`src/design/fbpa_pkg.sv`:
```
// Shared types and constants of the fixed block pool allocator.
`default_nettype none
package fbpa_pkg;

    localparam int CAPACITY  = 256;
    localparam int ADDR_W    = 32;
    localparam int BSIZE_W   = 17;
    localparam int CFG_IDX_W = 1;
    localparam int TOTAL_W   = 32;

    localparam logic [CFG_IDX_W-1:0] CFG_BASE_ADDR  = 1'b0;
    localparam logic [CFG_IDX_W-1:0] CFG_BLOCK_SIZE = 1'b1;

    localparam logic ACT_ALLOC = 1'b0;
    localparam logic ACT_FREE  = 1'b1;

    localparam logic [BSIZE_W-1:0] BSIZE_RESET = BSIZE_W'(64);

    typedef enum logic [2:0] {
        ST_OK      = 3'd0,
        ST_EMPTY   = 3'd1,
        ST_NULL    = 3'd2,
        ST_INVALID = 3'd3,
        ST_FULL    = 3'd4
    } t_status;

    typedef enum logic [2:0] {
        S_IDLE,
        S_MUL,
        S_ADD,
        S_DIV,
        S_DONE
    } t_state;

    typedef struct packed {
        logic               done;
        logic [ADDR_W-1:0]  quot;
        logic [BSIZE_W-1:0] rem;
    } t_div_res;

    typedef struct packed {
        logic pop;
        logic push;
    } t_stk_op;

endpackage
`default_nettype wire

```
`src/design/fbpa_req_if.sv`:
```
// Request channel: action and address beats into the allocator.
`default_nettype none
interface fbpa_req_if;
    logic                        valid;
    logic                        ready;
    logic                        action;
    logic [fbpa_pkg::ADDR_W-1:0] address;

    modport source (output valid, output action, output address, input ready);
    modport sink (input valid, input action, input address, output ready);
endinterface
`default_nettype wire

```
`src/design/fbpa_rsp_if.sv`:
```
// Response channel: status, block address and counters out of the allocator.
`default_nettype none
interface fbpa_rsp_if #(
    parameter int CAPACITY = fbpa_pkg::CAPACITY
);
    localparam int CNT_W = $clog2(CAPACITY + 1);

    logic                         valid;
    logic                         ready;
    fbpa_pkg::t_status            status;
    logic [fbpa_pkg::ADDR_W-1:0]  block_address;
    logic [CNT_W-1:0]             in_use;
    logic [CNT_W-1:0]             highest_in_use;
    logic [fbpa_pkg::TOTAL_W-1:0] total_allocated;
    logic [fbpa_pkg::TOTAL_W-1:0] total_freed;

    modport source (output valid, output status, output block_address, output in_use,
                    output highest_in_use, output total_allocated, output total_freed,
                    input ready);
    modport sink (input valid, input status, input block_address, input in_use,
                  input highest_in_use, input total_allocated, input total_freed,
                  output ready);
endinterface
`default_nettype wire

```
`src/design/fbpa_div.sv`:
```
// Restoring divider, one quotient bit per cycle, for block offset over block size.
`default_nettype none
module fbpa_div (
    input  wire logic                          i_clk,
    input  wire logic                          i_rst_n,
    input  wire logic                          i_start,
    input  wire logic [fbpa_pkg::ADDR_W-1:0]   i_dividend,
    input  wire logic [fbpa_pkg::BSIZE_W-1:0]  i_divisor,
    output fbpa_pkg::t_div_res                 o_res
);
    localparam int DVD_W = fbpa_pkg::ADDR_W;
    localparam int DVS_W = fbpa_pkg::BSIZE_W;
    localparam int STP_W = $clog2(DVD_W);

    logic             r_busy;
    logic             r_done;
    logic [STP_W-1:0] r_step;
    logic [DVD_W-1:0] r_q;
    logic [DVS_W-1:0] r_rem;
    logic [DVS_W-1:0] r_dvs;

    logic [DVS_W:0]   w_trial;
    logic [DVS_W:0]   w_diff;
    logic             w_fits;

    assign w_trial = {r_rem, r_q[DVD_W-1]};
    assign w_diff  = w_trial - {1'b0, r_dvs};
    assign w_fits  = ~w_diff[DVS_W];

    always_ff @(posedge i_clk) begin
        if (!i_rst_n) begin
            r_busy <= 1'b0;
            r_done <= 1'b0;
            r_step <= '0;
        end else begin
            r_done <= 1'b0;
            if (i_start) begin
                r_busy <= 1'b1;
                r_step <= '0;
            end else if (r_busy) begin
                r_step <= r_step + 1'b1;
                if (r_step == STP_W'(DVD_W - 1)) begin
                    r_busy <= 1'b0;
                    r_done <= 1'b1;
                end
            end
        end
    end

    always_ff @(posedge i_clk) begin
        if (i_start) begin
            r_q   <= i_dividend;
            r_rem <= '0;
            r_dvs <= i_divisor;
        end else if (r_busy) begin
            r_q   <= {r_q[DVD_W-2:0], w_fits};
            r_rem <= w_fits ? w_diff[DVS_W-1:0] : w_trial[DVS_W-1:0];
        end
    end

    assign o_res.done = r_done;
    assign o_res.quot = r_q;
    assign o_res.rem  = r_rem;

endmodule
`default_nettype wire

```
`src/design/fbpa_stack.sv`:
```
// Free-index stack in a synchronous memory; entries never pushed read as their own position.
`default_nettype none
module fbpa_stack #(
    parameter int CAPACITY = fbpa_pkg::CAPACITY
) (
    input  wire logic                                       i_clk,
    input  wire logic                                       i_rst_n,
    input  wire fbpa_pkg::t_stk_op                          i_op,
    input  wire logic [(CAPACITY > 1 ? $clog2(CAPACITY) : 1)-1:0] i_push_data,
    output logic [(CAPACITY > 1 ? $clog2(CAPACITY) : 1)-1:0]      o_top,
    output logic [$clog2(CAPACITY + 1)-1:0]                 o_count
);
    localparam int IDX_W = CAPACITY > 1 ? $clog2(CAPACITY) : 1;
    localparam int CNT_W = $clog2(CAPACITY + 1);

    logic [IDX_W-1:0] mem [CAPACITY];

    logic [CNT_W-1:0] r_count;
    logic [CNT_W-1:0] r_low;
    logic [IDX_W-1:0] r_mem_q;
    logic [IDX_W-1:0] r_pos;
    logic             r_dflt;

    logic [CNT_W-1:0] w_pos;

    assign w_pos = r_count - 1'b1;

    // r_low is the lowest depth ever reached; positions below it were never pushed
    always_ff @(posedge i_clk) begin
        if (!i_rst_n) begin
            r_count <= CNT_W'(CAPACITY);
            r_low   <= CNT_W'(CAPACITY);
        end else if (i_op.pop) begin
            r_count <= w_pos;
            if (w_pos < r_low) begin
                r_low <= w_pos;
            end
        end else if (i_op.push) begin
            r_count <= r_count + 1'b1;
        end
    end

    always_ff @(posedge i_clk) begin
        if (i_op.push) begin
            mem[r_count[IDX_W-1:0]] <= i_push_data;
        end
        if (i_op.pop) begin
            r_mem_q <= mem[w_pos[IDX_W-1:0]];
        end
    end

    always_ff @(posedge i_clk) begin
        if (i_op.pop) begin
            r_pos  <= w_pos[IDX_W-1:0];
            r_dflt <= w_pos < r_low;
        end
    end

    assign o_top   = r_dflt ? r_pos : r_mem_q;
    assign o_count = r_count;

endmodule
`default_nettype wire

```
`src/design/fixed_block_pool_allocator.sv`:
```
// Top level of the fixed block pool allocator: control, counters and response register.
//
// Hands out and takes back equal-size blocks of a pool of CAPACITY blocks that starts at
// base_address. Free block indices sit on a LIFO stack in a one-port synchronous memory,
// ascending after reset, so the first allocate returns the highest block; no clearing pass
// is needed after reset. One request beat is worked on at a time. An allocate passes
// through memory read, multiply, add and response load. A free of an address at or above
// base_address runs the 32-step restoring divider that finds the block index and checks
// alignment; a null free, a free below the pool and a failed allocate go straight to the
// response load. The response sits in an output register, and a new request is accepted
// while it waits to be taken. Configuration writes must be made while no request is in
// flight.
`default_nettype none
module fixed_block_pool_allocator #(
    parameter int CAPACITY = fbpa_pkg::CAPACITY
) (
    input  wire logic                             i_clk,
    input  wire logic                             i_rst_n,
    input  wire logic                             i_cfg_we,
    input  wire logic [fbpa_pkg::CFG_IDX_W-1:0]   i_cfg_idx,
    input  wire logic [fbpa_pkg::ADDR_W-1:0]      i_cfg_data,
    fbpa_req_if.sink                              i_req,
    fbpa_rsp_if.source                            o_rsp
);
    localparam int IDX_W   = CAPACITY > 1 ? $clog2(CAPACITY) : 1;
    localparam int CNT_W   = $clog2(CAPACITY + 1);
    localparam int ADDR_W  = fbpa_pkg::ADDR_W;
    localparam int BSIZE_W = fbpa_pkg::BSIZE_W;
    localparam int TOTAL_W = fbpa_pkg::TOTAL_W;
    localparam int PROD_W  = IDX_W + BSIZE_W;

    fbpa_pkg::t_state  r_state;
    fbpa_pkg::t_state  n_state;

    logic [ADDR_W-1:0]  r_base;
    logic [BSIZE_W-1:0] r_bsize;
    logic [CNT_W-1:0]   r_in_use;
    logic [CNT_W-1:0]   r_high;
    logic [TOTAL_W-1:0] r_alloc_tot;
    logic [TOTAL_W-1:0] r_free_tot;
    logic [PROD_W-1:0]  r_prod;
    logic [ADDR_W-1:0]  r_res_addr;
    fbpa_pkg::t_status  r_status;

    logic               r_rsp_valid;
    fbpa_pkg::t_status  r_rsp_status;
    logic [ADDR_W-1:0]  r_rsp_addr;
    logic [CNT_W-1:0]   r_rsp_in_use;
    logic [CNT_W-1:0]   r_rsp_high;
    logic [TOTAL_W-1:0] r_rsp_alloc;
    logic [TOTAL_W-1:0] r_rsp_free;

    logic               w_ready;
    logic               w_acc;
    logic               w_div_start;
    logic               w_div_ok;
    logic               w_load;
    logic [BSIZE_W-1:0] w_bs_eff;
    logic [CNT_W-1:0]   w_in_use_inc;
    fbpa_pkg::t_stk_op  w_stk_op;
    fbpa_pkg::t_div_res w_div;
    logic [IDX_W-1:0]   w_top;
    logic [CNT_W-1:0]   w_count;

    assign w_bs_eff     = (r_bsize == '0) ? BSIZE_W'(1) : r_bsize;
    assign w_ready      = (r_state == fbpa_pkg::S_IDLE);
    assign w_acc        = i_req.valid & w_ready;
    assign w_in_use_inc = r_in_use + 1'b1;
    assign w_div_ok     = (w_div.rem == '0) && (w_div.quot < ADDR_W'(CAPACITY));

    fbpa_stack #(
        .CAPACITY (CAPACITY)
    ) u_stack (
        .i_clk       (i_clk),
        .i_rst_n     (i_rst_n),
        .i_op        (w_stk_op),
        .i_push_data (w_div.quot[IDX_W-1:0]),
        .o_top       (w_top),
        .o_count     (w_count)
    );

    fbpa_div u_div (
        .i_clk      (i_clk),
        .i_rst_n    (i_rst_n),
        .i_start    (w_div_start),
        .i_dividend (i_req.address - r_base),
        .i_divisor  (w_bs_eff),
        .o_res      (w_div)
    );

    always_comb begin
        w_stk_op.pop  = 1'b0;
        w_stk_op.push = 1'b0;
        w_div_start   = 1'b0;
        w_load        = 1'b0;
        unique case (r_state)
            fbpa_pkg::S_IDLE: begin
                w_stk_op.pop  = w_acc && (i_req.action == fbpa_pkg::ACT_ALLOC)
                                && (w_count != '0);
                w_div_start   = w_acc && (i_req.action == fbpa_pkg::ACT_FREE)
                                && (i_req.address != '0) && (i_req.address >= r_base);
            end
            fbpa_pkg::S_DIV: begin
                w_stk_op.push = w_div.done && w_div_ok && (w_count < CNT_W'(CAPACITY));
            end
            fbpa_pkg::S_DONE: begin
                w_load = !r_rsp_valid || o_rsp.ready;
            end
            default: begin
            end
        endcase
    end

    always_comb begin
        n_state = r_state;
        unique case (r_state)
            fbpa_pkg::S_IDLE: begin
                if (w_stk_op.pop) begin
                    n_state = fbpa_pkg::S_MUL;
                end else if (w_div_start) begin
                    n_state = fbpa_pkg::S_DIV;
                end else if (w_acc) begin
                    n_state = fbpa_pkg::S_DONE;
                end
            end
            fbpa_pkg::S_MUL: n_state = fbpa_pkg::S_ADD;
            fbpa_pkg::S_ADD: n_state = fbpa_pkg::S_DONE;
            fbpa_pkg::S_DIV: begin
                if (w_div.done) begin
                    n_state = fbpa_pkg::S_DONE;
                end
            end
            fbpa_pkg::S_DONE: begin
                if (w_load) begin
                    n_state = fbpa_pkg::S_IDLE;
                end
            end
            default: n_state = fbpa_pkg::S_IDLE;
        endcase
    end

    always_ff @(posedge i_clk) begin
        if (!i_rst_n) begin
            r_state <= fbpa_pkg::S_IDLE;
        end else begin
            r_state <= n_state;
        end
    end

    always_ff @(posedge i_clk) begin
        if (!i_rst_n) begin
            r_base  <= '0;
            r_bsize <= fbpa_pkg::BSIZE_RESET;
        end else if (i_cfg_we) begin
            unique case (i_cfg_idx)
                fbpa_pkg::CFG_BASE_ADDR:  r_base  <= i_cfg_data;
                fbpa_pkg::CFG_BLOCK_SIZE: r_bsize <= i_cfg_data[BSIZE_W-1:0];
                default: begin
                end
            endcase
        end
    end

    always_ff @(posedge i_clk) begin
        if (!i_rst_n) begin
            r_in_use    <= '0;
            r_high      <= '0;
            r_alloc_tot <= '0;
            r_free_tot  <= '0;
        end else if (r_state == fbpa_pkg::S_ADD) begin
            r_in_use <= w_in_use_inc;
            if (w_in_use_inc > r_high) begin
                r_high <= w_in_use_inc;
            end
            if (r_alloc_tot != '1) begin
                r_alloc_tot <= r_alloc_tot + 1'b1;
            end
        end else if (w_stk_op.push) begin
            if (r_in_use != '0) begin
                r_in_use <= r_in_use - 1'b1;
            end
            if (r_free_tot != '1) begin
                r_free_tot <= r_free_tot + 1'b1;
            end
        end
    end

    always_ff @(posedge i_clk) begin
        if (w_acc) begin
            r_res_addr <= '0;
            if (i_req.action == fbpa_pkg::ACT_ALLOC) begin
                r_status <= fbpa_pkg::ST_EMPTY;
            end else if (i_req.address == '0) begin
                r_status <= fbpa_pkg::ST_NULL;
            end else begin
                r_status <= fbpa_pkg::ST_INVALID;
            end
        end
        if (r_state == fbpa_pkg::S_MUL) begin
            r_prod <= PROD_W'(w_top) * PROD_W'(w_bs_eff);
        end
        if (r_state == fbpa_pkg::S_ADD) begin
            r_res_addr <= r_base + ADDR_W'(r_prod);
            r_status   <= fbpa_pkg::ST_OK;
        end
        if ((r_state == fbpa_pkg::S_DIV) && w_div.done && w_div_ok) begin
            r_status <= (w_count < CNT_W'(CAPACITY)) ? fbpa_pkg::ST_OK : fbpa_pkg::ST_FULL;
        end
    end

    always_ff @(posedge i_clk) begin
        if (!i_rst_n) begin
            r_rsp_valid <= 1'b0;
        end else if (w_load) begin
            r_rsp_valid <= 1'b1;
        end else if (o_rsp.ready) begin
            r_rsp_valid <= 1'b0;
        end
    end

    always_ff @(posedge i_clk) begin
        if (w_load) begin
            r_rsp_status  <= r_status;
            r_rsp_addr    <= r_res_addr;
            r_rsp_in_use  <= r_in_use;
            r_rsp_high    <= r_high;
            r_rsp_alloc   <= r_alloc_tot;
            r_rsp_free    <= r_free_tot;
        end
    end

    assign i_req.ready           = w_ready;
    assign o_rsp.valid           = r_rsp_valid;
    assign o_rsp.status          = r_rsp_status;
    assign o_rsp.block_address   = r_rsp_addr;
    assign o_rsp.in_use          = r_rsp_in_use;
    assign o_rsp.highest_in_use  = r_rsp_high;
    assign o_rsp.total_allocated = r_rsp_alloc;
    assign o_rsp.total_freed     = r_rsp_free;

`ifndef SYNTHESIS
    a_count_bound: assert property (@(posedge i_clk) disable iff (!i_rst_n)
        w_count <= CNT_W'(CAPACITY))
        else $error("free stack depth above capacity");

    a_pool_bound: assert property (@(posedge i_clk) disable iff (!i_rst_n)
        ({1'b0, r_in_use} + {1'b0, w_count}) <= (CNT_W + 1)'(CAPACITY))
        else $error("blocks in use plus free blocks exceed capacity");

    a_count_step: assert property (@(posedge i_clk) disable iff (!i_rst_n)
        !$stable(w_count) |-> (w_count == $past(w_count) + 1'b1)
                           || (w_count == $past(w_count) - 1'b1))
        else $error("free stack depth moved by more than one");

    a_div_state: assert property (@(posedge i_clk) disable iff (!i_rst_n)
        w_div.done |-> (r_state == fbpa_pkg::S_DIV))
        else $error("divider finished outside a free");
`endif

endmodule
`default_nettype wire

```
`src/flat_wrapper.sv`:
```
// flat-port wrapper written by rule: the top's interface ports become plain ports
module fixed_block_pool_allocator_flat 
#(
    parameter int CAPACITY = fbpa_pkg::CAPACITY
)
  (i_clk, i_rst_n, i_cfg_we, i_cfg_idx, i_cfg_data, i_req_valid, i_req_action, i_req_address, i_req_ready, o_rsp_valid, o_rsp_status, o_rsp_block_address, o_rsp_in_use, o_rsp_highest_in_use, o_rsp_total_allocated, o_rsp_total_freed, o_rsp_ready);
  fbpa_req_if i_req_i ();
  fbpa_rsp_if #(.CAPACITY(CAPACITY)) o_rsp_i ();
  input  wire logic i_clk;
  input  wire logic i_rst_n;
  input  wire logic i_cfg_we;
  input  wire logic [fbpa_pkg::CFG_IDX_W-1:0] i_cfg_idx;
  input  wire logic [fbpa_pkg::ADDR_W-1:0] i_cfg_data;
  input wire logic [$bits(i_req_i.valid)-1:0] i_req_valid;
  input wire logic [$bits(i_req_i.action)-1:0] i_req_action;
  input wire logic [$bits(i_req_i.address)-1:0] i_req_address;
  output wire logic [$bits(i_req_i.ready)-1:0] i_req_ready;
  output wire logic [$bits(o_rsp_i.valid)-1:0] o_rsp_valid;
  output wire logic [$bits(o_rsp_i.status)-1:0] o_rsp_status;
  output wire logic [$bits(o_rsp_i.block_address)-1:0] o_rsp_block_address;
  output wire logic [$bits(o_rsp_i.in_use)-1:0] o_rsp_in_use;
  output wire logic [$bits(o_rsp_i.highest_in_use)-1:0] o_rsp_highest_in_use;
  output wire logic [$bits(o_rsp_i.total_allocated)-1:0] o_rsp_total_allocated;
  output wire logic [$bits(o_rsp_i.total_freed)-1:0] o_rsp_total_freed;
  input wire logic [$bits(o_rsp_i.ready)-1:0] o_rsp_ready;
  assign i_req_i.valid = i_req_valid;
  assign i_req_i.action = i_req_action;
  assign i_req_i.address = i_req_address;
  assign i_req_ready = i_req_i.ready;
  assign o_rsp_valid = o_rsp_i.valid;
  assign o_rsp_status = o_rsp_i.status;
  assign o_rsp_block_address = o_rsp_i.block_address;
  assign o_rsp_in_use = o_rsp_i.in_use;
  assign o_rsp_highest_in_use = o_rsp_i.highest_in_use;
  assign o_rsp_total_allocated = o_rsp_i.total_allocated;
  assign o_rsp_total_freed = o_rsp_i.total_freed;
  assign o_rsp_i.ready = o_rsp_ready;
  fixed_block_pool_allocator #(.CAPACITY(CAPACITY)) u_core (.i_clk(i_clk), .i_rst_n(i_rst_n), .i_cfg_we(i_cfg_we), .i_cfg_idx(i_cfg_idx), .i_cfg_data(i_cfg_data), .i_req(i_req_i), .o_rsp(o_rsp_i));
endmodule
```
`config.mk`:
```
export PLATFORM = sky130hd
export DESIGN_NAME = fixed_block_pool_allocator_flat
export DESIGN_NICKNAME = d
export VERILOG_FILES = /design/src/design/fbpa_pkg.sv /design/src/design/fbpa_req_if.sv /design/src/design/fbpa_rsp_if.sv /design/src/design/fbpa_div.sv /design/src/design/fbpa_stack.sv /design/src/design/fixed_block_pool_allocator.sv /design/src/flat_wrapper.sv
export SDC_FILE = /design/constraint.sdc
export NUM_CORES = 2
export LEC_CHECK = 0
export BUFFER_PORTS_ARGS = -buffer_cell sky130_fd_sc_hd__buf_2
export CORE_MARGIN = 5
export CORE_UTILIZATION = 50
export DETAILED_ROUTE_END_ITERATION = 8
export PLACE_DENSITY = 0.71
export SLEW_MARGIN = 20
export SYNTH_ARGS = -nofsm -noshare
export SYNTH_HDL_FRONTEND = slang
export SYNTH_HIERARCHICAL = 1
export SYNTH_SLANG_ARGS = --single-unit
```
`constraint.sdc`:
```
create_clock -name i_clk -period 8 [get_ports i_clk]
set_clock_uncertainty 0.1 [all_clocks]
set_input_delay 0.8 -clock i_clk [delete_from_list [all_inputs] [get_ports i_clk]]
set_output_delay 0.8 -clock i_clk [all_outputs]
set_load 0.005 [all_outputs]
```
==> flow_metrics.tcl <==
set metrics [dict create \
    status "completed" \
    rows 167 \
    grt.total_usage_pct 21.93 \
    setup_tns_ns 0 \
    hold_slack_ns 0.07855 \
    synth-edff-count 2291 \
    htree_levels 4 \
    dp.cells 8456 \
    clk_latency_ns 0.87 \
    fin_crit_sh_pct 82.16 \
    power_switching_uw 9308 \
    drt_first_pass_iters 6 \
    die_y_microns 465.5 \
    synth_largest_area_cell "edfxtp_1" \
    clock-sinks 2468 \
    pwr-share-seq_pct 45.3 \
    clk_pin_slew_ns 0.06 \
    io_buffer_count 189 \
    yosysMostFrequentCell "edfxtp_1" \
    p_int_uw 23780 \
    post-cts-setup-buffers 0 \
    core-area_sq_mm 0.2069 \
    crit_cells 20 \
    antenna_found_initial 3 \
    dr.first_iter.drc_count 6348 \
    synth.net_count 6114 \
    grt-ovfl-total 0 \
    tightest_slew_ns 1.292 \
    setup_viol 0 \
    wl_per_cell_microns 26.91 \
    drc 0 \
    cts_tree "done" \
    synthCells 5803 \
    cp-end-kind "flop" \
    ir_worst_vdd_uv 306.8 \
    die_area_sq_mm 0.2167 \
    syn_area_sq_mm 0.1038 \
    worst_hold_path.num_cells 3 \
    drtAntennaViolNets 0 \
    postSynth.asyncResetShare_pct 0 \
    gp_congestion 0.9018 \
    ys_seq_area_share_pct 69.72 \
    switching_share_pct 28.13 \
    numCtsBuffers 234 \
    ys_ff_latch 2468 \
    critical_path_arrival_ns 7.06 \
    combPwrFrac_pct 21.4 \
    cts_buffer_depth 3 \
    netlist_top_cells_area "edfxtp_1 66%, mux4_2 14%, dfxtp_1 3.4%, fa_1 1.8%, ha_1 1.8%" \
    area_growth_pct 11.11 \
    grt_pass1_vias 53595 \
    synth_top_cell_area_share_pct 66.31 \
    synth_cell_type_count 92 \
    pwr-share-clk_pct 33.4 \
    path_delay_family "compound AO/OA/AOI/OAI gates" \
    vias_per_cell 6.125 \
    synth-main-ff-cell "edfxtp_1" \
    fin_nets 6300 \
    start_util_pct 50.16 \
    layout-drive-gt1-share_pct 21.64 \
    leakage_uw 0.03720 \
    hold_viol 0 \
    dpl.hpwl_mm 147.0 \
    worstPathMaxFanout 11 \
    die_w_microns 465.5 \
    stdcell_count 8893 \
    grt_pass1_wl_mm 356.4 \
    critPathMaxStageDelay_ns 0.89 \
    hp-class "in2reg" \
    fmax_ghz 0.1521 \
    worstPathRequired_ns 8.49 \
    p_per_area_mw_per_mm2 287.0 \
    synth_warnings 6 \
    slew_headroom_pct 13.79 \
    worst-path-buf-inv 3 \
    grt_max_degree 238 \
    io-pin-count 190 \
    startpoint_type "flop" \
    cts_hold_buf 0 \
    cts_root_buffer "clkbuf_16" \
    num_vias 54471 \
    crit_slowest_cell "o31ai_1" \
    cts-resized-gates 0 \
    rsz0062_at_grt "false" \
    drv_slew 0 \
    layout_min_cycle_time_ns 6.573 \
    worstSetupPathType "reg2reg" \
    synthTopCellsByCount "2291 x edfxtp_1, 640 x mux4_2, 433 x nor2_1, 268 x nand2_1, 221 x inv_1" \
    avgSynthCellArea_sq_um 17.88 \
    maxCapViolCount 0 \
    rrSetupSlack_ns 1.43 \
    rr_worst_depth 20 \
    crit_chain "or4_1 -> o31ai_1 -> nand2_1 -> fa_1 -> inv_1 -> fa_1 -> ha_1 -> inv_1 -> fa_1 -> inv_1 -> ha_1 -> nor2b_1 -> o21ai_0 -> a21boi_0 -> o211a_1 -> o41ai_1 -> o21ai_0 -> or2_2 -> a31oi_1 -> xnor2_1" \
    routed_wl_mm 239.3 \
]
-- flip-flops by register name (all words and copies together) (netlist names), 25 cells and up --
register	cells
u_core/r_prod	25
u_core/r_alloc_tot	32
u_core/r_base	32
u_core/o_rsp.total_allocated	32
u_core/r_free_tot	32
u_core/o_rsp.block_address	32
u_core/u_stack/mem	2048
u_core/r_res_addr	32
u_core/o_rsp.total_freed	32
u_core/u_div/r_q	32
-- metal layers --
| layer | vias up | routed length (microns) | share of wire, % | track usage, % |
|---|---|---|---|---|
| met4 | 4 | 7015 | 2.9 | 6.186 |
| met2 | 2558 | 114200 | 48 | 34.84 |
| met3 | 376 | 21020 | 8.8 | 4.144 |
| li1 | 23178 | - | - | - |
| met1 | 28355 | 97120 | 41 | 31.46 |
| met5 | - | 19 | 0.0079 | 0 |
-- tightest hold or removal path, delay by kind of cell --
family / cells / cell delay, ns
and+or+nand+nor: 1 / 0.04
buffers and inverters: 1 / 0.10
AOI/OAI and AO/OA: 1 / 0.05
-- cell families after synthesis --
| group | Yosys count | synth area share [%] |
|---|---|---|
| AO/OA/AOI/OAI | 553 | 3.539 |
| AND/OR/NAND/NOR | 1173 | 5.357 |
| adder cells (fa/ha/maj) | 240 | 3.567 |
| multiplexers | 684 | 14.36 |
| XOR/XNOR | 150 | 1.281 |
| flip-flops | 2468 | 69.72 |
| buffers and inverters | 535 | 2.171 |
-- final timing paths --
kind / start / end
worst max-delay path: u_core/r_bsize[2]$_SDFFE_PN0P_ / u_core/r_prod[21]$_DFFE_PP_
worst min-delay path: i_cfg_data[26] / u_core/r_base[26]$_SDFFE_PN0P_
worst max register to register: u_core/r_bsize[2]$_SDFFE_PN0P_ / u_core/r_prod[21]$_DFFE_PP_
worst min register to register: u_core/r_res_addr[7]$_SDFFCE_PN0P_ / u_core/o_rsp.block_address[7]$_DFFE_PP_
-- metrics by stage --
stage	setup slack (ns)	total power (uW)	instance area (sq um)	util [%]
detailed placement	1.472	22280	107500	51.99
global route	0.9634	34340	115300	55.73
finish	1.427	33090	115300	55.73
CTS	1.415	33270	115200	55.71
floorplan	1.574	19980	103800	-
global placement	1.642	22160	107500	51.99
-- power groups by stage --
stage / Combinational [uW] / Sequential [uW] / Clock (uW)
6_report: 7070 / 15000 / 11000
5_1_grt: 7540 / 15000 / 11800
4_1_cts: 7060 / 15000 / 11200
3_5_place_dp: 7020 / 15300 / 0
3_3_place_gp: 6920 / 15200 / 0
2_1_floorplan: 4530 / 15500 / 0
-- cells in the final DEF (no fill, tap or decap), drive strengths merged, types with 16 or more instances in the layout --
cell | netlist | routed
a211oi | 20 | 20
a21o | 40 | 40
a21oi | 181 | 181
a22oi | 67 | 67
a311oi | 16 | 16
and2 | 139 | 139
and3 | 37 | 37
buf | 105 | 262
bufinv | 0 | 23
clkbuf | 207 | 301
clkinv | 1 | 97
dfxtp | 177 | 177
edfxtp | 2291 | 2291
fa | 93 | 93
ha | 147 | 147
inv | 222 | 230
mux2 | 39 | 39
mux4 | 640 | 640
nand2 | 268 | 268
nand2b | 17 | 17
nand3 | 71 | 71
nand4 | 30 | 30
nor2 | 433 | 433
nor2b | 25 | 25
nor3 | 52 | 52
nor4 | 24 | 24
o21a | 24 | 24
o21ai | 88 | 88
or3 | 39 | 39
xnor2 | 95 | 95
xor2 | 55 | 55
-- area by class of cell --
type,count,area [sq um]
Clock buffer,301,6240
Sequential cell,2468,72340
Multi-Input combinational cell,2800,29330
Fill cell,15406,91580
Tap cell,2704,3383
Timing Repair Buffer,262,1672
Inverter,223,839.6
Antenna cell,1,2.502
Clock inverter,134,1463
(Power assumes the default switching activity.)
